File: config.mk
export PLATFORM = sky130hd
export DESIGN_NAME = csu_queue
export DESIGN_NICKNAME = d
export VERILOG_FILES = /design/src/hw/rtl/csu_pkg.sv /design/src/hw/rtl/csu_queue.sv
export SDC_FILE = /design/constraint.sdc
export NUM_CORES = 1
export LEC_CHECK = 0
export BUFFER_PORTS_ARGS = -buffer_cell sky130_fd_sc_hd__buf_4
export CAP_MARGIN = 20
export CORE_UTILIZATION = 45
export DETAILED_ROUTE_END_ITERATION = 6
export GPL_TIMING_DRIVEN = 0
export PLACE_DENSITY_LB_ADDON = 0.2
export SLEW_MARGIN = 20
export SYNTH_ARGS = -nofsm -noshare
export SYNTH_HDL_FRONTEND = slang
export SYNTH_SLANG_ARGS = --single-unit
export TNS_END_PERCENT = 20
File: constraint.sdc
create_clock -name clk -period 14.1 [get_ports clk]
set_clock_uncertainty 0.1 [all_clocks]
set_input_delay 0 -clock clk [delete_from_list [all_inputs] [get_ports clk]]
set_output_delay 0 -clock clk [all_outputs]
set_load 0.02 [all_outputs]
File: src/hw/rtl/csu_pkg.sv
// Package for the cosine similarity unit: widths, constants and shared types.
// No dependencies.
`timescale 1ns / 1ps
package csu_pkg;
    localparam int ELEM_W     = 16;
    localparam int ACC_W      = 40;
    localparam int PROD_W     = 80;
    localparam int ROOT_W     = 41;
    localparam int QUO_W      = 54;
    localparam int SIM_W      = 16;
    localparam int MAX_LEN_D  = 64;
    localparam int ELEM_BITS_D = 16;
    localparam int QDEPTH     = 2;
    localparam logic [QUO_W-1:0] ONE_Q14 = QUO_W'(16384);

    typedef struct packed {
        logic signed [ACC_W-1:0] dot;
        logic [ACC_W-1:0]        sqa;
        logic [ACC_W-1:0]        sqb;
    } csu_sums_t;
endpackage

File: src/hw/rtl/csu_queue.sv
// Short queue of finished sums between the front and the back end.
// Depends on csu_pkg.
`timescale 1ns / 1ps
module csu_queue (
    input  logic               clk,
    input  logic               rst_n,
    input  logic               wr_en,
    input  csu_pkg::csu_sums_t wr_data,
    input  logic               rd_en,
    output logic               rd_valid,
    output csu_pkg::csu_sums_t rd_data,
    output logic               full,
    output logic               almost_full
);
    import csu_pkg::*;
    csu_sums_t mem [QDEPTH];
    logic [$clog2(QDEPTH)-1:0] wp_reg, rp_reg;
    logic [$clog2(QDEPTH):0]   cnt_reg;

    assign rd_valid    = cnt_reg != '0;
    assign full        = cnt_reg == ($clog2(QDEPTH)+1)'(QDEPTH);
    assign almost_full = cnt_reg >= ($clog2(QDEPTH)+1)'(QDEPTH - 1);
    assign rd_data     = mem[rp_reg];

    always_ff @(posedge clk)
    begin
        if (wr_en)
            mem[wp_reg] <= wr_data;
    end

    always_ff @(posedge clk or negedge rst_n)
    begin
        if (!rst_n)
        begin
            wp_reg <= '0;
            rp_reg <= '0;
            cnt_reg <= '0;
        end
        else
        begin
            if (wr_en) wp_reg <= wp_reg + 1'b1;
            if (rd_en) rp_reg <= rp_reg + 1'b1;
            cnt_reg <= cnt_reg + (wr_en ? 1'b1 : 1'b0) - (rd_en ? 1'b1 : 1'b0);
        end
    end
endmodule

Word level (Yosys, flattened, before mapping)
Memory sizes are Yosys's and may differ from the RTL's.
Cells that the tools add are included.
{"block": "word_totals", "regBits": 4, "ram_bits": 240, "output_inout_bits": 123, "memories": 1}
{"memory": "mem", "words": 2, "word_bits": 120, "rd": 1, "rd_clocked_by_memory_dff": 0, "write_ports": 1, "line_no": "csu_queue.sv:16", "rtl": "csu_sums_t mem [QDEPTH];"}
{"block": "op_classes", "add_sub_neg": 4, "magnitude_cmp": 1, "n_eq_ne": 1, "muxes": 4, "reduce_logical": 1}
{"op": "two-way mux 1 bit", "count": 4}
{"op": "adder 1 bit, second input constant", "count": 2}
{"op": "adder 2 x 1 -> 2 bit", "count": 1}
{"op": "equality test 2 bit, second input constant", "count": 1}
{"op": "greater-or-equal comparator 2 x 1 -> 1 bit, second input constant", "count": 1}
{"op": "nonzero test 2 bit", "count": 1}
{"op": "subtractor 2 x 1 -> 2 bit", "count": 1}

Longest topological paths before layout
{"block": "logic_depth", "depth_word": 3, "ltp_mapped": 5}

Worst setup path before layout
No wires, ideal clock.
{"block": "synth_path", "kind": "register -> register", "startpoint": "register wp_reg", "endpoint": "memory mem[0][0] in the netlist's numbering, enable pin", "setup_ns": 0.615, "t_arrival_ns": 5.707, "setup_slack_ns": 7.678, "stages_incl_launch_ff": 2, "path_buffers": 0, "path_cell_list": "dfrtp_1 -> nor2b_1"}
{"item": "from (decl)", "line_no": "csu_queue.sv:17", "rtl": "logic [$clog2(QDEPTH)-1:0] wp_reg, rp_reg;"}
{"item": "from (signal assigned)", "line_no": "csu_queue.sv:41", "rtl": "if (wr_en) wp_reg <= wp_reg + 1'b1;"}
{"item": "to (decl)", "line_no": "csu_queue.sv:16"}
No word-level cell before the write port.

==> impl_metrics.json <==
{
  "seq_power_share_pct": 38.6,
  "fill_cells": 1286,
  "port_buffers": 246,
  "r2r_setup_slack_ps": 12210,
  "outcome": "finished, final reports clean",
  "grt_pass1_wl_um": 28300,
  "synth_cell_types": 13,
  "area_growth_pct": 49.6,
  "power.share.clock_pct": 24.9,
  "hold_depth": 2,
  "ir_drop_mv": 0.109,
  "drc_errors": 0,
  "cts_tree": "yes",
  "intPower_w": 0.00178,
  "grt_max_degree": 53,
  "rsz0062_at_grt": "no",
  "combPwrFrac_pct": 36.4,
  "timing.rr.end": "mem[0][47]",
  "antenna_cells": 0,
  "worstPathArrival_ps": 1870,
  "p_total_w": 0.00257,
  "grt_antenna_before_repair": 0,
  "clk-insertion-delay-late_ps": 520,
  "syn_area_um2": 8890,
  "wl_um": 18900,
  "max_freq_mhz": 508,
  "vias": 5115,
  "cts_max_level": 1,
  "die_area_um2": 20300,
  "gp_congestion": 0.697,
  "io_pins": 247,
  "die_y_um": 143,
  "wire_per_inst_um": 17.5,
  "largest_reg_flops": 240,
  "post_drt_via_cell_ratio": 4.74,
  "hold_end": "mem[1][119]",
  "pre_cts_ws_ps": 12220,
  "core_um2": 19400,
  "hold_path.startpoint": "wr_data[119]",
  "hold_class": "input pin to register",
  "drt-pass1-iter-count": 4,
  "slowest_delay_ps": 360,
  "synth-warning-count": 0,
  "period_minus_slack_ps": 1970,
  "die-width_um": 143,
  "nets": 920,
  "drv_cap": 0,
  "setup_viol": 0,
  "path_clk_slew_ps": 60,
  "cp.required_ps": 14000,
  "synth_area_per_cell_um2": 22.8,
  "min_period_over_period_pct": 14.0,
  "grt_pass1_vias": 5711,
  "switching_share_pct": 30.7,
  "p_sw_w": 0.000788,
  "path_cells": "buf_4 -> buf_6 -> mux2_2 -> buf_4",
  "drive_gt1_share_pct": 52.9,
  "start_util_pct": 45.8,
  "critPathMaxFanout": 10,
  "slew_headroom_pct": 58.6,
  "seq_area_frac_synth_pct": 82.2,
  "worstMarginPinSlew_ps": 619,
  "crit_type": "register to output pin",
  "crit_path_frequent_cell": "buf_4",
  "overflow": 0,
  "ys_seq_elements": 244,
  "cts_resized": 0,
  "drt_iter0_markers": 139,
  "p_leak_nw": 5.09,
  "track_usage_pct": 18.3,
  "numClockSinks": 244,
  "rows": 51,
  "final_cell_mix": "buf_4 (248), edfxtp_1 (240), dlygate4sd3_1 (124)",
  "start_kind": "register",
  "crit_path_top_delay_cell": "dfrtp_1",
  "final_antenna_net_count": 0,
  "end_kind": "output pin",
  "synth_nets": 515,
  "post-route-worst-setup-slack_ps": 12130,
  "clock_path_buffers": 3,
  "cts_made_buffers": 26,
  "final_common_cell": "buf_4",
  "synthesis.instances": 389,
  "tns_ps": 0,
  "root_buffer": "clkbuf_16",
  "worstRegToRegCells": 3,
  "rr_startpoint": "wp_reg",
  "hold_violations": 0,
  "p_per_area_nw_per_um2": 193,
  "drv_slew": 0,
  "dp_hpwl_um": 11700
}
## logic make-up after synthesis
group | share of synthesized area (%)
DFF | 82.2
and+or+nand+nor | 0.282
muxes | 15.2
adders and majority gates | 0.281
buffers and inverters | 1.56
xor gates and xnor gates | 0.465
## through the flow
step	area, um^2	hold WS [ps]	util [%]	instances
6_report	13300	106	68.6	1078
5_1_grt	13300	90.5	68.6	1078
4_1_cts	13300	80.6	68.6	1078
3_5_place_dp	11200	-300	58.0	907
3_3_place_gp	11100	-303	57.0	900
2_1_floorplan	8890	-396	-	389
## critical path, delay by kind of cell, from the launching register on
family / cells / cell delay, ps
buffers and inverters: 3 / 610
DFF: 1 / 360
muxes: 1 / 360
## metal layers
metal	GRT usage [%]	wire (um)
met5	0	0
met4	7.36	492
met3	4.98	1320
met2	34.3	10200
met1	19.4	6840
## worst max-delay path by stage
stage / start / to / slack, ps / depth (start not counted)
6_report: rp_reg / rd_data[58] / 12130 / 4
5_1_grt: rp_reg / rd_data[58] / 12020 / 4
4_1_cts: rp_reg / rd_data[19] / 12070 / 4
3_5_place_dp: wp_reg / mem[0][44] / 12220 / 3
3_3_place_gp: wp_reg / mem[0][51] / 4900 / 1
2_1_floorplan: wp_reg / mem[0][0] / 7680 / 1
## cell type report
type	count	area, um^2	share of cell area [%]
Inverter	2	7.51	0.0564
Buffer	14	131	0.988
Tap cell	265	332	2.49
Clock buffer	29	662	4.98
Sequential cell	244	7310	54.9
Timing Repair Buffer	377	3260	24.5
Multi-Input combinational cell	129	1450	10.9
Clock inverter	18	150	1.13
## synth_stat cells
cell	n	area share (%)
dfrtp_1	4	1.1
buf_6	9	1.1
xor2_1	2	0.20
mux2_2	120	15
edfxtp_1	240	81
nor2b_1	2	0.14
or2_2	1	0.070
inv_1	2	0.084
ha_1	2	0.28
and2_1	1	0.070
buf_2	3	0.17
xor3_1	1	0.27
buf_4	2	0.17
## power by group through the flow
stage	Clock, W	Sequential [W]	Combinational (W)
global route	0.000686	0.00101	0.000989
global placement	0	0.00104	0.000866
floorplan	0	0.00102	0.000539
CTS	0.000658	0.000993	0.000946
finish	0.000640	0.000993	0.000936
detailed placement	0	0.00101	0.000912
## repair_timing
| action | CTS | global route |
|---|---|---|
| hold buffers | 124 | 0 |
| hold endpoints to repair | 278 | 0 |
| setup buffers | 0 | 0 |
No activity file was read; power rests on OpenSTA's default activity.
