<file path="src/hw/rtl/csu_pkg.sv">
// Package for the cosine similarity unit: widths, constants and shared types.
// No dependencies.
`timescale 1ns / 1ps
package csu_pkg;
    localparam int ELEM_W     = 16;
    localparam int ACC_W      = 40;
    localparam int PROD_W     = 80;
    localparam int ROOT_W     = 41;
    localparam int QUO_W      = 54;
    localparam int SIM_W      = 16;
    localparam int MAX_LEN_D  = 64;
    localparam int ELEM_BITS_D = 16;
    localparam int QDEPTH     = 2;
    localparam logic [QUO_W-1:0] ONE_Q14 = QUO_W'(16384);

    typedef struct packed {
        logic signed [ACC_W-1:0] dot;
        logic [ACC_W-1:0]        sqa;
        logic [ACC_W-1:0]        sqb;
    } csu_sums_t;
endpackage

</file>
<file path="src/hw/rtl/csu_front.sv">
// Front end: sign-extends element beats and accumulates dot product and
// sums of squares with saturation. Depends on csu_pkg.
`timescale 1ns / 1ps
module csu_front #(
    parameter int ELEM_BITS = csu_pkg::ELEM_BITS_D
) (
    input  logic                         clk,
    input  logic                         rst_n,
    input  logic                         in_fire,
    input  logic signed [csu_pkg::ELEM_W-1:0] elem_a,
    input  logic signed [csu_pkg::ELEM_W-1:0] elem_b,
    input  logic                         last_elem,
    output logic                         sums_valid,
    output csu_pkg::csu_sums_t           sums
);
    import csu_pkg::*;
    localparam int EB = (ELEM_BITS < ELEM_W) ? ELEM_BITS : ELEM_W;

    logic signed [ACC_W-1:0] dot_reg, dot_next;
    logic [ACC_W-1:0]        sqa_reg, sqa_next, sqb_reg, sqb_next;
    logic signed [EB-1:0]    a_e, b_e;
    logic signed [ACC_W+1:0] d_w;
    logic [ACC_W:0]          sa_w, sb_w;
    logic signed [2*EB-1:0]  pab, paa, pbb;

    always_comb
    begin
        a_e = elem_a[EB-1:0];
        b_e = elem_b[EB-1:0];
        pab = a_e * b_e;
        paa = a_e * a_e;
        pbb = b_e * b_e;
        d_w  = (ACC_W+2)'(dot_reg) + (ACC_W+2)'(pab);
        sa_w = {1'b0, sqa_reg} + (ACC_W+1)'($unsigned(paa));
        sb_w = {1'b0, sqb_reg} + (ACC_W+1)'($unsigned(pbb));
        if (d_w > $signed((ACC_W+2)'({1'b0, {(ACC_W-1){1'b1}}})))
            dot_next = {1'b0, {(ACC_W-1){1'b1}}};
        else if (d_w < -((ACC_W+2)'(1) <<< (ACC_W-1)))
            dot_next = {1'b1, {(ACC_W-1){1'b0}}};
        else
            dot_next = d_w[ACC_W-1:0];
        sqa_next = sa_w[ACC_W] ? {ACC_W{1'b1}} : sa_w[ACC_W-1:0];
        sqb_next = sb_w[ACC_W] ? {ACC_W{1'b1}} : sb_w[ACC_W-1:0];
    end

    always_ff @(posedge clk or negedge rst_n)
    begin
        if (!rst_n)
        begin
            dot_reg <= '0;
            sqa_reg <= '0;
            sqb_reg <= '0;
            sums_valid <= 1'b0;
            sums <= '0;
        end
        else
        begin
            sums_valid <= in_fire && last_elem;
            if (in_fire)
            begin
                sums.dot <= dot_next;
                sums.sqa <= sqa_next;
                sums.sqb <= sqb_next;
                if (last_elem)
                begin
                    dot_reg <= '0;
                    sqa_reg <= '0;
                    sqb_reg <= '0;
                end
                else
                begin
                    dot_reg <= dot_next;
                    sqa_reg <= sqa_next;
                    sqb_reg <= sqb_next;
                end
            end
        end
    end
endmodule

</file>
<file path="config.mk">
export PLATFORM = sky130hd
export DESIGN_NAME = csu_front
export DESIGN_NICKNAME = d
export VERILOG_FILES = /design/src/hw/rtl/csu_pkg.sv /design/src/hw/rtl/csu_front.sv
export SDC_FILE = /design/constraint.sdc
export NUM_CORES = 2
export LEC_CHECK = 0
export BUFFER_PORTS_ARGS = -buffer_cell sky130_fd_sc_hd__buf_2
export CORE_ASPECT_RATIO = 1.2
export CORE_MARGIN = 2
export CORE_UTILIZATION = 35
export CTS_CLUSTER_DIAMETER = 50
export CTS_CLUSTER_SIZE = 14
export DETAILED_ROUTE_END_ITERATION = 8
export PLACE_DENSITY = 0.52
export SETUP_SLACK_MARGIN = 0.5
export SLEW_MARGIN = 30
export SYNTH_ARGS = -nofsm -noshare
export SYNTH_HDL_FRONTEND = slang
export SYNTH_SLANG_ARGS = --single-unit
</file>
<file path="constraint.sdc">
create_clock -name clk -period 6.5 [get_ports clk]
set_clock_uncertainty 0.1 [all_clocks]
set_input_delay 0.325 -clock clk [delete_from_list [all_inputs] [get_ports clk]]
set_output_delay 0.325 -clock clk [all_outputs]
set_load 0.005 [all_outputs]
</file>
-- After elaboration in Yosys (flattened, before gate mapping)
Cells that the tools add are included.
- reductions and logical operators: 1
- muxes and demuxes: 7
- add/sub/neg operators: 3
- magnitude comparators: 2
- multiply operators: 3
- operators by type and width (operator ; count):
    $mux 40 ; 7
    $add 40x32->41 ; 3
    $mul 16x16->32 ; 3
    $gt 41x40->1 const B ; 1
    $lt 41x40->1 const B ; 1
    $logic_and 1x1->1 ; 1
- input bits: 36
- bits in registers: 241
- word-level logic and storage cells: 23

-- Depth between registers and ports, before layout
- word-level depth: 6
- gate-level depth with buffers: 39

-- Least setup slack after synthesis
No wires, ideal clock.
- path type: input to register
- from: in elem_a[2] in the netlist's numbering
- to: reg sqa_reg[7]
- slack: -1979 ps
- cell stages on the path: 35
- arrival time: 8259 ps
- path buffers: 5
- required time: 6280 ps
- path through: clkbuf_1 > clkbuf_1 > nand2_1 > fa_1 > fa_1 > fa_1 > inv_1 > fa_1 > fa_1 > inv_1 > fa_1 > inv_1 > ha_1 > a21o_1 > a2111oi_0 > o211ai_1 > o41ai_2 > o21ai_1 > a21o_1 > a21oi_1 > xnor2_1 > ha_1 > clkbuf_1 > a21o_1 > a21o_1 > a21oi_1 > o21ai_0 > a21o_1 > a21oi_1 > a21oi_2 > nand2b_1 > buf_2 > buf_2 > nor2_1 > nor2_1
- cells in the longest elaborated chain, start to end: 4
- ends and longest elaborated chain (item ; RTL line ; RTL):
    start: declaration ; csu_front.sv:10 ; input logic signed [csu_pkg::ELEM_W-1:0] elem_a,
    $mul 16x16->32 ; csu_front.sv:31 ; paa = a_e * a_e;
    $add 40x32->41 ; csu_front.sv:34 ; sa_w = {1'b0, sqa_reg} + (ACC_W+1)'($unsigned(paa));
    $mux 40 ; csu_front.sv:42 ; sqa_next = sa_w[ACC_W] ? {ACC_W{1'b1}} : sa_w[ACC_W-1:0];
    $mux 40 ; csu_front.sv:64 ; if (last_elem)
    end signal: assignment ; csu_front.sv:73 ; sqa_reg <= sqa_next;
    end: declaration ; csu_front.sv:20 ; logic [ACC_W-1:0] sqa_reg, sqa_next, sqb_reg, sqb_next;
Every way passes these cells.
A chain may end at the register's enable or synchronous reset.

-- Final worst setup path
Same ends and word-level chain as after synthesis.

==> results by group <==
STA
  • Final hold vios: 0
  • Slew Viols, Final: 0
  • Setup violations, final: 238
  • RSZ-0062 raised after global routing: true
  • Period utilisation layout: 116%
  • Peak Freq: around 0.13 GHz
  • Final min period: between 7 and 8 ns
  • Max-slew headroom: between 20% and 30%
  • Fin worst setup slack: -1.05 ns
  • Worst slew pin tran: around 1.1 ns

Global route
  • Gr usage total: between 20% and 30%
  • Global-route wire length before repair: about 210 mm
  • Met2 Track Usage GR: between 30% and 40%
  • Initial antenna violation count: 0
  • Vias in the first global route: around 38000
  • Largest net degree at the start of global routing: just under 100
  • Met3 usage in global routing: 2.21%
  • Grt total ovfl: 0
  • GR peak layer: met2
  • Met1 Use GR: between 20% and 30%

Synthesis
  • Post-Syn Area: approximately 43000 um2
  • Compound-cell area share of the yosys netlist: a little over a tenth
  • Yosys warnings: 0
  • Simple-gate area share of the yosys netlist: roughly an eighth
  • Main synth FF type: dfrtp_1
  • Syn Area/Cell: roughly 9 um2
  • Post-Syn Nets: between 5000 and 6000
  • Top post-synthesis cells by area: fa_1, dfrtp_1, ha_1
  • Adder-Cell Fraction of Synth Area: between 40 and 50%
  • Most common cell in the netlist: inv_1
  • Seq/Total Area, Yosys: 14.0%
  • Xor/xnor share of the synthesized area: about 3.7%
  • Mapped Cells: about 4700
  • Cell accounting for the most synthesized area: fa_1
  • Post-synthesis mux area share: less than 1%
  • Post-synth EDFFs: 0
  • Largest family of logic cells by synthesized area: adder cells
  • Synth top cells by count: inv_1, fa_1, nor2_1
  • Yosys reg bits: about 240
  • Synth cell types: between 80 and 90
  • Ys async rst share: 100%
  • Area share of the largest cell type after synthesis: 37.5%

Setup path
  • Largest delay contributor family on the critical path: adder cells
  • Most used cell, CP: fa_1
  • WP data required: 6.89 ns
  • R2R cell count: 25
  • CP max-delay cell: fa_2
  • Buf/Inv on CP: 8
  • Critical path depth in cells: 33
  • Element type at the critical path end: flop
  • CP Max Fanout: 7
  • Critical path's largest stage delay: approximately 0.57 ns
  • Arr. time, crit path: 7.94 ns
  • Type of origin of the critical path: input port
  • Critical Setup Path Class: in -> reg

Hold path
  • Hold Crit Depth: 2
  • Hold WC Path Type: in -> reg

Final layout
  • FILL cells: about 12000
  • Nets: ~7000
  • Register area: about 6000 um2
  • Top reg by flops: sums
  • Final Non-Filler Cells: 7297
  • Multi-input gate area: around 35000 um2
  • Final Instance Area: around 57000 um2
  • Share of cells above drive strength 1: between 20% and 30%
  • Largest register FFs: 120
  • Area growth syn-to-layout: 31.5%

Clock tree
  • CTS clk-pin slew, worst paths: 0.07 ns
  • Worst-case clock buffer depth: 3
  • Total CTS buffers: 22
  • Sink Count: between 200 and 250
  • H-tree depth: 1
  • Root Buffer: clkbuf_16
  • Worst skew pair latency: about 0.56 ns
  • CTS tree: yes

Floorplanning
  • Core Rows: roughly 140
  • I/O pin cnt: roughly 160
  • Die ar.: 126000 um2
  • Core ar.: 123000 um2
  • Die span in y: between 300 and 400 um
  • Die X: between 300 and 400 um
  • Initial core utilization: a little over a third

Route
  • Number of DRC markers in iteration 0: about 1500
  • Vias: about 34000
  • # DRC: 0
  • Drt via density: between 4 and 5
  • DRT antenna net count: 0
  • Drt wl/cell: 17.8 um
  • Routed WL: between 100 and 150 mm
  • TritonRoute pass-1 iters: 5

Place
  • IO Port Bufs: between 150 and 200
  • Detail Placement HPWL: between 100 and 150 mm
  • Placed Area: about 53000 um2
  • Routability cong.: 0.871
  • Placed cell count: between 7000 and 8000

Outcome
  • Outcome: finished with violations
  • Violated checks: negative setup slack

Run
  • Max-cap violation count: 0
metal layers:
| layer | vias to the layer above | wire (um) |
|---|---|---|
| met1 | 17400 | 60300 |
| met5 | - | 0 |
| met4 | 0 | 3390 |
| li1 | 16400 | - |
| met2 | 546 | 60800 |
| met3 | 131 | 5140 |
placed cells by master, fill, tap and decap left out, types with 31 or more instances in the layout:
cell type and instances:
a21o_1 77, a21oi_1 134, a21oi_2 75, and2_1 157, buf_12 38, buf_2 125
buf_4 794, buf_6 99, dfrtp_1 241, fa_1 787, ha_1 321, ha_4 34
inv_1 1049, inv_2 31, nand2_1 342, nand3_1 32, nor2_1 308, nor2_4 87
o21ai_0 90, o2bb2ai_1 49, o2bb2ai_2 33, xnor2_1 123, xor2_1 46
cell families after synthesis:
family          Yosys count
xor+xnor                180
buf+inv                1275
flops                   241
compound gates          692
simple gates           1168
mux                       7
fa+ha+maj              1169
cell type report:
cell class	instances	area share, %
Tap cell	1644	3.63
Clock inverter	5	0.148
Timing Repair Buffer	1073	15.4
Inverter	1092	7.27
Multi-Input combinational cell	3217	61.9
Sequential cell	241	10.6
Clock buffer	23	1.01
Antenna cell	2	0.00882
worst reg2reg max path, stage by stage, from the launching register on:
cell and delay [ns]:
dfrtp_1 0.36, inv_1 0.22, fa_1 0.46, inv_1 0.08, fa_1 0.43, fa_1 0.50
fa_1 0.58, inv_1 0.06, fa_1 0.48, inv_1 0.04, ha_1 0.30, nand4_1 0.12
nor2_1 0.05, a31oi_1 0.23, buf_4 0.16, a21oi_1 0.06, buf_4 0.17, a221oi_2 0.27
o311ai_2 0.15, and2_1 0.16, mux2_4 0.34, buf_12 0.16, buf_16 0.13, a211oi_2 0.15
buf_4 0.20, nor2_2 0.05
worst paths after layout:
| path | from | to | slack, ns |
|---|---|---|---|
| min reg2reg | sums[28] | sums[28] | 0.39 |
| min in group asynchronous | rst_n | sums[18] | 0.28 |
| max | elem_a[2] | sqa_reg[7] | -1.05 |
| max reg2reg | dot_reg[15] | dot_reg[8] | 0.40 |
| min | last_elem | dot_reg[37] | 0.14 |
| max in group asynchronous | rst_n | sums[107] | 4.77 |
per-stage QoR:
step / setup TNS, ns / hold WS (ns) / util, % / setup WS, ns
CTS: -151.63 / 0.122 / 45.1 / -1.09
finish: -153.39 / 0.144 / 46.2 / -1.05
global placement: -350.60 / 0.304 / 42.8 / -1.85
floorplan: -174.23 / -0.0706 / - / -1.43
detailed placement: -354.07 / 0.315 / 42.8 / -1.91
global route: -217.68 / 0.148 / 46.2 / -1.45
timing repair:
item                                    in CTS  in global routing
hold buffers                                 1                  0
gates cloned                                 5                  0
resized for setup                          401                219
pin swaps                                  202                 97
setup buffers                               66                 40
endpoints found under the setup margin     240                240
endpoints found under the hold margin       94                  0
Power is not shown: default switching activity piles up to over one toggle a cycle in this logic, so the estimate is an artifact.
