### config.mk
export PLATFORM = sky130hd
export DESIGN_NAME = csu_back
export DESIGN_NICKNAME = d
export VERILOG_FILES = /design/src/hw/rtl/csu_pkg.sv /design/src/hw/rtl/csu_back.sv
export SDC_FILE = /design/constraint.sdc
export NUM_CORES = 2
export LEC_CHECK = 0
export BUFFER_PORTS_ARGS = -buffer_cell sky130_fd_sc_hd__buf_4
export CAP_MARGIN = 20
export CORE_MARGIN = 2
export CORE_UTILIZATION = 54
export CTS_BUF_LIST = sky130_fd_sc_hd__clkbuf_2 sky130_fd_sc_hd__clkbuf_4 sky130_fd_sc_hd__clkbuf_8
export CTS_CLUSTER_SIZE = 40
export DETAILED_ROUTE_END_ITERATION = 8
export PLACE_DENSITY = 0.67
export REMOVE_ABC_BUFFERS = 1
export SYNTH_ARGS = -nofsm -noshare
export SYNTH_HDL_FRONTEND = slang
export SYNTH_SLANG_ARGS = --single-unit
### constraint.sdc
create_clock -name clk -period 25.6 [get_ports clk]
set_input_delay 3.84 -clock clk [delete_from_list [all_inputs] [get_ports clk]]
set_output_delay 3.84 -clock clk [all_outputs]
set_load 0.02 [all_outputs]
### src/hw/rtl/csu_pkg.sv
// Package for the cosine similarity unit: widths, constants and shared types.
// No dependencies.
`timescale 1ns / 1ps
package csu_pkg;
    localparam int ELEM_W     = 16;
    localparam int ACC_W      = 40;
    localparam int PROD_W     = 80;
    localparam int ROOT_W     = 41;
    localparam int QUO_W      = 54;
    localparam int SIM_W      = 16;
    localparam int MAX_LEN_D  = 64;
    localparam int ELEM_BITS_D = 16;
    localparam int QDEPTH     = 2;
    localparam logic [QUO_W-1:0] ONE_Q14 = QUO_W'(16384);

    typedef struct packed {
        logic signed [ACC_W-1:0] dot;
        logic [ACC_W-1:0]        sqa;
        logic [ACC_W-1:0]        sqb;
    } csu_sums_t;
endpackage

### src/hw/rtl/csu_back.sv
// Back end: product of the sums of squares, bit-serial floor root, restoring
// division and clamp, with a result register. Depends on csu_pkg.
`timescale 1ns / 1ps
module csu_back (
    input  logic                              clk,
    input  logic                              rst_n,
    input  logic                              job_valid,
    input  csu_pkg::csu_sums_t                job,
    output logic                              job_take,
    output logic                              res_valid,
    input  logic                              res_stall,
    output logic signed [csu_pkg::SIM_W-1:0]  similarity,
    output logic                              zero_norm
);
    import csu_pkg::*;
    localparam logic [3:0] S_IDLE = 4'd0, S_M0 = 4'd1, S_M1 = 4'd2, S_M2 = 4'd3,
                           S_M3 = 4'd4, S_SUM = 4'd5, S_ROOT = 4'd6,
                           S_DIV = 4'd7, S_OUT = 4'd8;
    logic [3:0] st_reg;
    logic signed [ACC_W-1:0] dot_reg;
    logic [ACC_W-1:0] sqa_reg, sqb_reg;
    logic [PROD_W-1:0] prod_reg, pp_reg;
    logic [PROD_W-1:0] rem_reg;
    logic [ROOT_W-1:0] root_reg;
    logic [5:0] k_reg;
    logic [QUO_W-1:0] num_reg, quo_reg;
    logic [ROOT_W:0] drem_reg;
    logic neg_reg, zn_reg;
    logic [19:0] xa, xb;
    logic [39:0] pp_w;
    logic [ACC_W:0] mag_w;
    logic [PROD_W-1:0] trial;
    logic [ROOT_W:0] dsh;
    logic [QUO_W-1:0] q_cl;

    assign job_take = (st_reg == S_IDLE) && job_valid;
    assign res_valid = st_reg == S_OUT;

    // Root uses the digit recurrence: rem holds x - r^2, trial 2*r*2^k + 4^k.
    always_comb
    begin
        xa = 20'(sqa_reg >> (20 * (k_reg[1] ? 1 : 0)));
        xb = 20'(sqb_reg >> (20 * (k_reg[0] ? 1 : 0)));
        pp_w = xa * xb;
        mag_w = neg_reg ? -{dot_reg[ACC_W-1], dot_reg} : {dot_reg[ACC_W-1], dot_reg};
        trial = (PROD_W'(root_reg) << (k_reg + 6'd1)) + (PROD_W'(1) << (2 * k_reg));
        dsh = {drem_reg[ROOT_W-1:0], num_reg[QUO_W-1]};
        q_cl = (quo_reg > ONE_Q14) ? ONE_Q14 : quo_reg;
    end

    always_ff @(posedge clk or negedge rst_n)
    begin
        if (!rst_n)
        begin
            st_reg <= S_IDLE;
            dot_reg <= '0;
            sqa_reg <= '0;
            sqb_reg <= '0;
            prod_reg <= '0;
            pp_reg <= '0;
            rem_reg <= '0;
            root_reg <= '0;
            k_reg <= '0;
            num_reg <= '0;
            quo_reg <= '0;
            drem_reg <= '0;
            neg_reg <= 1'b0;
            zn_reg <= 1'b0;
        end
        else
        begin
            case (st_reg)
                S_IDLE:
                    if (job_valid)
                    begin
                        dot_reg <= job.dot;
                        sqa_reg <= job.sqa;
                        sqb_reg <= job.sqb;
                        prod_reg <= '0;
                        k_reg <= 6'd0;
                        st_reg <= S_M0;
                    end
                S_M0, S_M1, S_M2, S_M3:
                begin
                    // One 20x20 partial product a cycle.
                    pp_reg <= PROD_W'(pp_w) << (20 * ({1'b0, k_reg[1]} + {1'b0, k_reg[0]}));
                    if (st_reg != S_M0) prod_reg <= prod_reg + pp_reg;
                    k_reg <= k_reg + 6'd1;
                    st_reg <= st_reg + 4'd1;
                end
                S_SUM:
                begin
                    // The product stays below 2^80, so the root has at most 40 bits.
                    rem_reg <= prod_reg + pp_reg;
                    root_reg <= '0;
                    k_reg <= 6'd39;
                    zn_reg <= (sqa_reg == '0) || (sqb_reg == '0);
                    neg_reg <= dot_reg < 0;
                    st_reg <= S_ROOT;
                end
                S_ROOT:
                begin
                    if (trial <= rem_reg)
                    begin
                        rem_reg <= rem_reg - trial;
                        root_reg <= root_reg | (ROOT_W'(1) << k_reg);
                    end
                    if (k_reg == 6'd0)
                    begin
                        num_reg <= QUO_W'(mag_w) << 14;
                        drem_reg <= '0;
                        quo_reg <= '0;
                        k_reg <= 6'(QUO_W - 1);
                        st_reg <= S_DIV;
                    end
                    else
                        k_reg <= k_reg - 6'd1;
                end
                S_DIV:
                begin
                    if (root_reg == '0) root_reg <= ROOT_W'(1);
                    else
                    begin
                        num_reg <= num_reg << 1;
                        if (dsh >= {1'b0, root_reg})
                        begin
                            drem_reg <= dsh - {1'b0, root_reg};
                            quo_reg <= {quo_reg[QUO_W-2:0], 1'b1};
                        end
                        else
                        begin
                            drem_reg <= dsh;
                            quo_reg <= {quo_reg[QUO_W-2:0], 1'b0};
                        end
                        if (k_reg == 6'd0) st_reg <= S_OUT;
                        else k_reg <= k_reg - 6'd1;
                    end
                end
                S_OUT:
                    if (!res_stall) st_reg <= S_IDLE;
                default: st_reg <= S_IDLE;
            endcase
        end
    end

    always_comb
    begin
        zero_norm = zn_reg;
        if (zn_reg)
            similarity = '0;
        else if (neg_reg)
            similarity = -SIM_W'(q_cl);
        else
            similarity = SIM_W'(q_cl);
    end
endmodule

# ---- Word-level counts from Yosys, hierarchy flattened
# Index checks and enable logic that the tools add are counted.
dict set report totals {
  register_bits 562
  latch_bits 0
  ramBits 0
  rom_bits 0
  in_bits 124
  wordCells 113
  mem_count 0
}
dict set report classes {
  addsub 10
  mul 4
  div 0
  magnitude_cmp 4
  eq_ne 18
  shift 6
  mux 36
  n_bitwise 1
  reduce_logical 20
}
# op n
set op_table {}
lappend op_table {{case mux 80 bit (2 select lines)} 2}
lappend op_table {{two-way mux 80 bit} 3}
lappend op_table {{two-way mux 54 bit} 4}
lappend op_table {{case mux 54 bit (2 select lines)} 2}
lappend op_table {{two-way mux 41 bit} 5}
lappend op_table {{adder 80 bit} 2}
lappend op_table {{case mux 41 bit (3 select lines)} 1}
lappend op_table {{case mux 41 bit (2 select lines)} 1}
lappend op_table {{<= comparator 80 bit} 1}
lappend op_table {{zero test 40 bit} 2}
lappend op_table {{left shift 1 x 7 -> 80 bit (first input constant)} 1}
lappend op_table {{left shift 40 x 7 -> 80 bit} 1}
lappend op_table {{left shift 41 x 6 -> 80 bit} 1}
lappend op_table {{>> shifter 40 x 6 -> 20 bit} 2}
lappend op_table {{subtractor 80 bit} 1}
lappend op_table {{greater-than comparator 54 x 15 -> 1 bit (second input constant)} 1}
lappend op_table {{two-way mux 16 bit} 3}
lappend op_table {{>= comparator 42 x 41 -> 1 bit} 1}
lappend op_table {{zero test 41 bit} 1}
lappend op_table {{OR 41 bit} 1}
lappend op_table {{left shift 1 x 6 -> 41 bit (first input constant)} 1}
lappend op_table {{subtractor 41 bit} 1}
lappend op_table {{less-than comparator 40 x 1 -> 1 bit (second input constant)} 1}
lappend op_table {{multiplier 20 x 20 -> 40 bit} 1}
lappend op_table {{other kinds (32)} 59}

# ---- Depth between registers and ports, before layout
dict set report depth {
  depth_word 6
  mapped_depth 48
  mapped_depth_nobuf 38
}

# ---- Least setup slack after synthesis
# OpenSTA, ideal clock, no wires.
dict set report synth_timing {
  path_type {register -> register}
  from {reg k_reg[0]}
  to {reg pp_reg[31]}
  setup_ns 0.121
  t_arrival_ns 9.466
  t_required_ns 25.479
  setup_slack_ns 16.013
  path_stages_with_launch 39
  synth_period_minus_slack_ns 9.587
  path_cell_list {dfrtp_1 buf_6 buf_6 clkbuf_1 buf_2 clkbuf_1 buf_1 buf_1 mux2i_1 clkbuf_1 nor2_1 fa_1 fa_1 inv_1 fa_1 inv_1 fa_1 inv_1 [... 3 more ...] inv_1 fa_1 inv_1 ha_1 a21oi_1 nor2b_1 o21ai_0 nand2b_1 o21ba_2 a21oi_1 a211oi_1 o211ai_1 a21boi_0 o21ai_0 a31oi_1 xnor2_1 o21ai_0 a22o_1}
}
dict set report synth_via {
  elab_chain_len 5
  word_cells_on_any_way 7
  classes_between {1 x add/sub; 3 x mul; 2 x shift; 1 x mux}
}
# element line_no
set synth_lines {}
lappend synth_lines {{start, declared} csu_back.sv:25} ;# logic [5:0] k_reg;
lappend synth_lines {{start signal, assigned} csu_back.sv:88} ;# k_reg <= k_reg + 6'd1;
lappend synth_lines {{start signal, assigned} csu_back.sv:113} ;# k_reg <= 6'(QUO_W - 1);
lappend synth_lines {{start signal, assigned} csu_back.sv:117} ;# k_reg <= k_reg - 6'd1;
lappend synth_lines {{two-way mux 1 bit} csu_back.sv:43} ;# xb = 20'(sqb_reg >> (20 * (k_reg[0] ? 1 : 0)));
lappend synth_lines {{multiplier 3 x 1 -> 4 bit} csu_back.sv:43}
lappend synth_lines {{>> shifter 40 x 6 -> 20 bit} csu_back.sv:43}
lappend synth_lines {{multiplier 20 x 20 -> 40 bit} csu_back.sv:44} ;# pp_w = xa * xb;
lappend synth_lines {{left shift 40 x 7 -> 80 bit *} csu_back.sv:86} ;# pp_reg <= PROD_W'(pp_w) << (20 * ({1'b0, k_reg[1]} + {1'b0, k_reg[0]}));
lappend synth_lines {{end signal, assigned} csu_back.sv:86}
lappend synth_lines {{end, declared} csu_back.sv:22} ;# logic [PROD_W-1:0] prod_reg, pp_reg;
# Every way passes the cells marked *; elsewhere a longest branch is shown, timed or not.
# A chain may end at the register's enable or synchronous reset.

# ---- Worst setup path in the final report
dict set report layout_timing {
  from {reg k_reg[0]}
  to {reg rem_reg[50]}
}
dict set report layout_via {
  elab_chain_len 6
  word_cells_on_any_way 10
  classes_between {3 x add/sub; 1 x order compare; 1 x eq/ne; 2 x shift; 2 x mux; 1 x reduce/logical}
}
# element line_no
set layout_lines {}
lappend layout_lines {{adder 6 x 1 -> 6 bit} csu_back.sv:46} ;# trial = (PROD_W'(root_reg) << (k_reg + 6'd1)) + (PROD_W'(1) << (2 * k_reg));
lappend layout_lines {{left shift 41 x 6 -> 80 bit} csu_back.sv:46}
lappend layout_lines {{adder 80 bit *} csu_back.sv:46}
lappend layout_lines {{subtractor 80 bit or <= comparator 80 bit (tied branches)} {csu_back.sv:105, csu_back.sv:103}}
lappend layout_lines {{two-way mux 80 bit or inequality test 2 bit (tied branches)} n/a}
lappend layout_lines {{case mux 80 bit (2 select lines) or AND reduction 2 bit (tied branches)} n/a}
lappend layout_lines {{end signal, assigned} csu_back.sv:94} ;# rem_reg <= prod_reg + pp_reg;
lappend layout_lines {{end signal, assigned} csu_back.sv:105} ;# rem_reg <= rem_reg - trial;
lappend layout_lines {{end, declared} csu_back.sv:23} ;# logic [PROD_W-1:0] rem_reg;
# Every way passes the cells marked *; elsewhere a longest branch is shown, timed or not. The select of a mux whose other input is x is not followed.

==> impl_metrics.py <==
metrics = {
    "critical_path": {
        "crit_path_end_kind": "flip-flop",
        "cp_slowest_cell": "dfrtp_4",
        "critPathMaxStageDelay_ns": 0.82,
        "cp.depth": 35,
        "timing.rr.start": "k_reg[0]",
        "critPathKind": "reg -> reg",
        "crit_top_cell": "nand2_1",
        "rrSetupSlack_ns": 14.10,
        "critPathBufInv": 4,
        "worst-path-max-fanout": 111,
        "cp.required_ns": 26.21,
        "crit_family": "compound AO/OA/AOI/OAI gates",
        "crit_arrival_ns": 12.11,
        "r2r_end": "rem_reg[50]",
        "rr_worst_depth": 35,
        "crit_path_start_kind": "flip-flop",
    },
    "sta": {
        "worstMarginPinSlew_ns": 1.15,
        "setup_viol": 0,
        "relSlewSlack": 0.227,
        "min_period_ns": 11.50,
        "fmax_mhz": 87.0,
        "tns_ns": 0,
        "grt_setup_unrepaired": "no",
        "fin_crit_sh": 0.449,
        "finalHoldViolCount": 0,
        "fin_worst_skew_ns": 0.0492,
        "maxSlewViolCount": 0,
    },
    "drt": {
        "viasPerCell": 6.23,
        "final_antenna_net_count": 0,
        "drt_iter0_drc": 4514,
        "wl_mm": 181,
        "drc": 0,
        "dr.pass1.iters": 8,
        "wl_per_cell_um": 22.7,
        "via_count": 49684,
    },
    "placed_design": {
        "hpwl_mm": 139,
        "numPortBuffers": 142,
        "gp_congestion": 1.03,
    },
    "global_route": {
        "grt_pass1_wl_mm": 279,
        "grtUsageTotal": 0.334,
        "grt_use_met1": 0.437,
        "met2_usage": 0.540,
        "busiest_layer": "met2",
        "antenna_found_initial": 5,
        "grt-ovfl-total": 0,
        "grt_max_degree": 157,
        "grt_pass1_vias": 48145,
        "grt_use_met3": 0.0541,
    },
    "die": {
        "ios": 143,
        "die_height_um": 326,
        "initial_core_util": 0.542,
        "rows": 118,
        "core-area_um2": 103000,
        "dieArea_um2": 106000,
        "die_x_um": 326,
    },
    "run_status": {
        "outcome": "completed",
    },
    "synth": {
        "yosys_warnings": 0,
        "synthFlopType": "dfrtp_1",
        "synth-edff-count": 0,
        "avgSynthCellArea_um2": 8.55,
        "yosys_register_bits": 548,
        "ys_async_sr_fraction": 1.00,
        "ys_seq_area_frac": 0.245,
        "synthCells": 6538,
        "synth.distinct_cells": 107,
        "synth.cell_area_um2": 55900,
    },
    "cts": {
        "tritoncts": "done",
        "cts_sinks": 548,
        "clkLatencyLatePin_ns": 0.81,
        "post_cts_resized": 0,
        "cts_buffer_depth": 3,
        "cts_root_buf": "clkbuf_8",
        "htreeDepth": 3,
        "cts_setup_buffers": 0,
        "clk_pin_slew_ns": 0.07,
        "numCtsBuffers": 97,
        "hold_buffers": 0,
    },
    "layout": {
        "multiInputGateArea_um2": 39100,
        "area_delta_synth_final_pct": 8.02,
        "fin_nets": 7361,
        "drive_gt1_frac": 0.105,
        "ff_latch_area_um2": 13700,
        "fill_cells": 9448,
    },
    "worst_hold_path": {
        "whs_endpoint": "num_reg[15]",
        "min_path_type": "reg -> reg",
        "hold_path.startpoint": "num_reg[15]",
        "hold_path_depth": 2,
    },
    "flow_run": {
        "drv_cap": 0,
    },
}
synth_stat cells (34+ instances only):
| library cell | count | share of area |
|---|---|---|
| nor4_1 | 63 | 0.0071 |
| nand4_1 | 78 | 0.0087 |
| a31oi_1 | 55 | 0.0062 |
| nor2_1 | 606 | 0.041 |
| nand2b_1 | 55 | 0.0062 |
| dfrtp_1 | 548 | 0.25 |
| o31ai_1 | 34 | 0.0046 |
| o21ai_0 | 448 | 0.040 |
| inv_1 | 499 | 0.034 |
| fa_1 | 323 | 0.12 |
| a21oi_1 | 447 | 0.040 |
| clkbuf_1 | 283 | 0.019 |
| a21o_1 | 201 | 0.027 |
| a22o_1 | 174 | 0.027 |
| mux2_2 | 170 | 0.034 |
| nor3_1 | 70 | 0.0063 |
| buf_1 | 39 | 0.0026 |
| xnor2_1 | 183 | 0.029 |
| o21a_1 | 52 | 0.0070 |
| o21bai_1 | 51 | 0.0068 |
| xor2_1 | 158 | 0.025 |
| mux2i_1 | 101 | 0.018 |
| or3_1 | 42 | 0.0047 |
| nor2b_1 | 60 | 0.0067 |
| nand3_1 | 126 | 0.011 |
| ha_1 | 404 | 0.090 |
| nand2_1 | 740 | 0.050 |
metal layers:
metal	up-vias	routed length, µm
met1	24298	74600
met2	1932	83700
li1	22934	-
met4	4	10000
met3	516	12300
met5	-	26
worst reg2reg max path, delay by kind of cell, from the launching register on:
kind	cells	cell delay, ns
fa+ha+maj	3	1.42
mux	1	0.47
compound gates	13	3.98
simple gates	13	2.76
xor+xnor	1	0.16
buf+inv	4	1.73
flops	1	0.82
cells by family after synthesis:
| group | after synthesis | synth area share |
|---|---|---|
| AO/OA/AOI/OAI | 1779 | 0.209 |
| AND/OR/NAND/NOR | 1985 | 0.160 |
| multiplexers | 309 | 0.0670 |
| buffers and inverters | 846 | 0.0585 |
| adder cells (fa/ha/maj) | 727 | 0.206 |
| XOR/XNOR | 344 | 0.0545 |
| flip-flops | 548 | 0.245 |
stage by stage:
stage          area (µm²)  instances  setup slack, ns  utilization  hold slack, ns
6_report            60400       7972            14.10        0.586           0.473
3_3_place_gp        58000       7787            14.53        0.563           0.455
5_1_grt             60400       7971            13.19        0.586           0.500
4_1_cts             60300       7966            14.20        0.586           0.471
2_1_floorplan       54500       6193            11.37            -           0.443
3_5_place_dp        58000       7788            14.22        0.563           0.465
placed cells by master, fill, tap and decap left out, types with 15 or more instances in the layout:
cell      count
or2_2        29
and2_1       33
or3_1        41
o22ai_1      22
buf_4       214
nand2b_1     54
o211ai_1     23
nand3_1     126
a21o_1      201
a221oi_1     15
o21bai_1     51
clkbuf_8    120
xnor2_1     182
nor2b_1      60
a22o_1      174
nand2_1     737
nor4_1       63
xor2_1      158
o311ai_0     24
a21oi_1     447
ha_1        403
a211oi_1     32
dfrtp_1     546
and3_1       33
inv_1       499
mux2i_1      89
o21a_1       52
a31oi_1      55
nand4_1      78
o31ai_1      34
o21ai_0     448
nor2_1      602
mux2_2      170
clkbuf_4     19
clkinv_2     20
mux4_2       21
nor3_1       69
fa_1        323
layout make-up:
type / count / share of cell area
Sequential cell: 548 / 0.227
Timing Repair Buffer: 218 / 0.0276
Inverter: 501 / 0.0311
Tap cell: 1380 / 0.0286
Clock inverter: 40 / 0.00866
Clock buffer: 138 / 0.0296
Antenna cell: 3 / 0.000124
Multi-Input combinational cell: 5144 / 0.647
how the worst max path moves through the flow:
stage                  end  slack, ns      from
2_1_floorplan  rem_reg[65]      11.37  k_reg[0]
3_3_place_gp   rem_reg[50]      14.53  k_reg[0]
3_5_place_dp   rem_reg[50]      14.22  k_reg[0]
4_1_cts        rem_reg[50]      14.20  k_reg[0]
5_1_grt        rem_reg[50]      13.19  k_reg[0]
6_report       rem_reg[50]      14.10  k_reg[0]
Power is left out: the tool's default activity adds up to more than one toggle a clock period on the data nets, which glitch-free logic cannot reach.
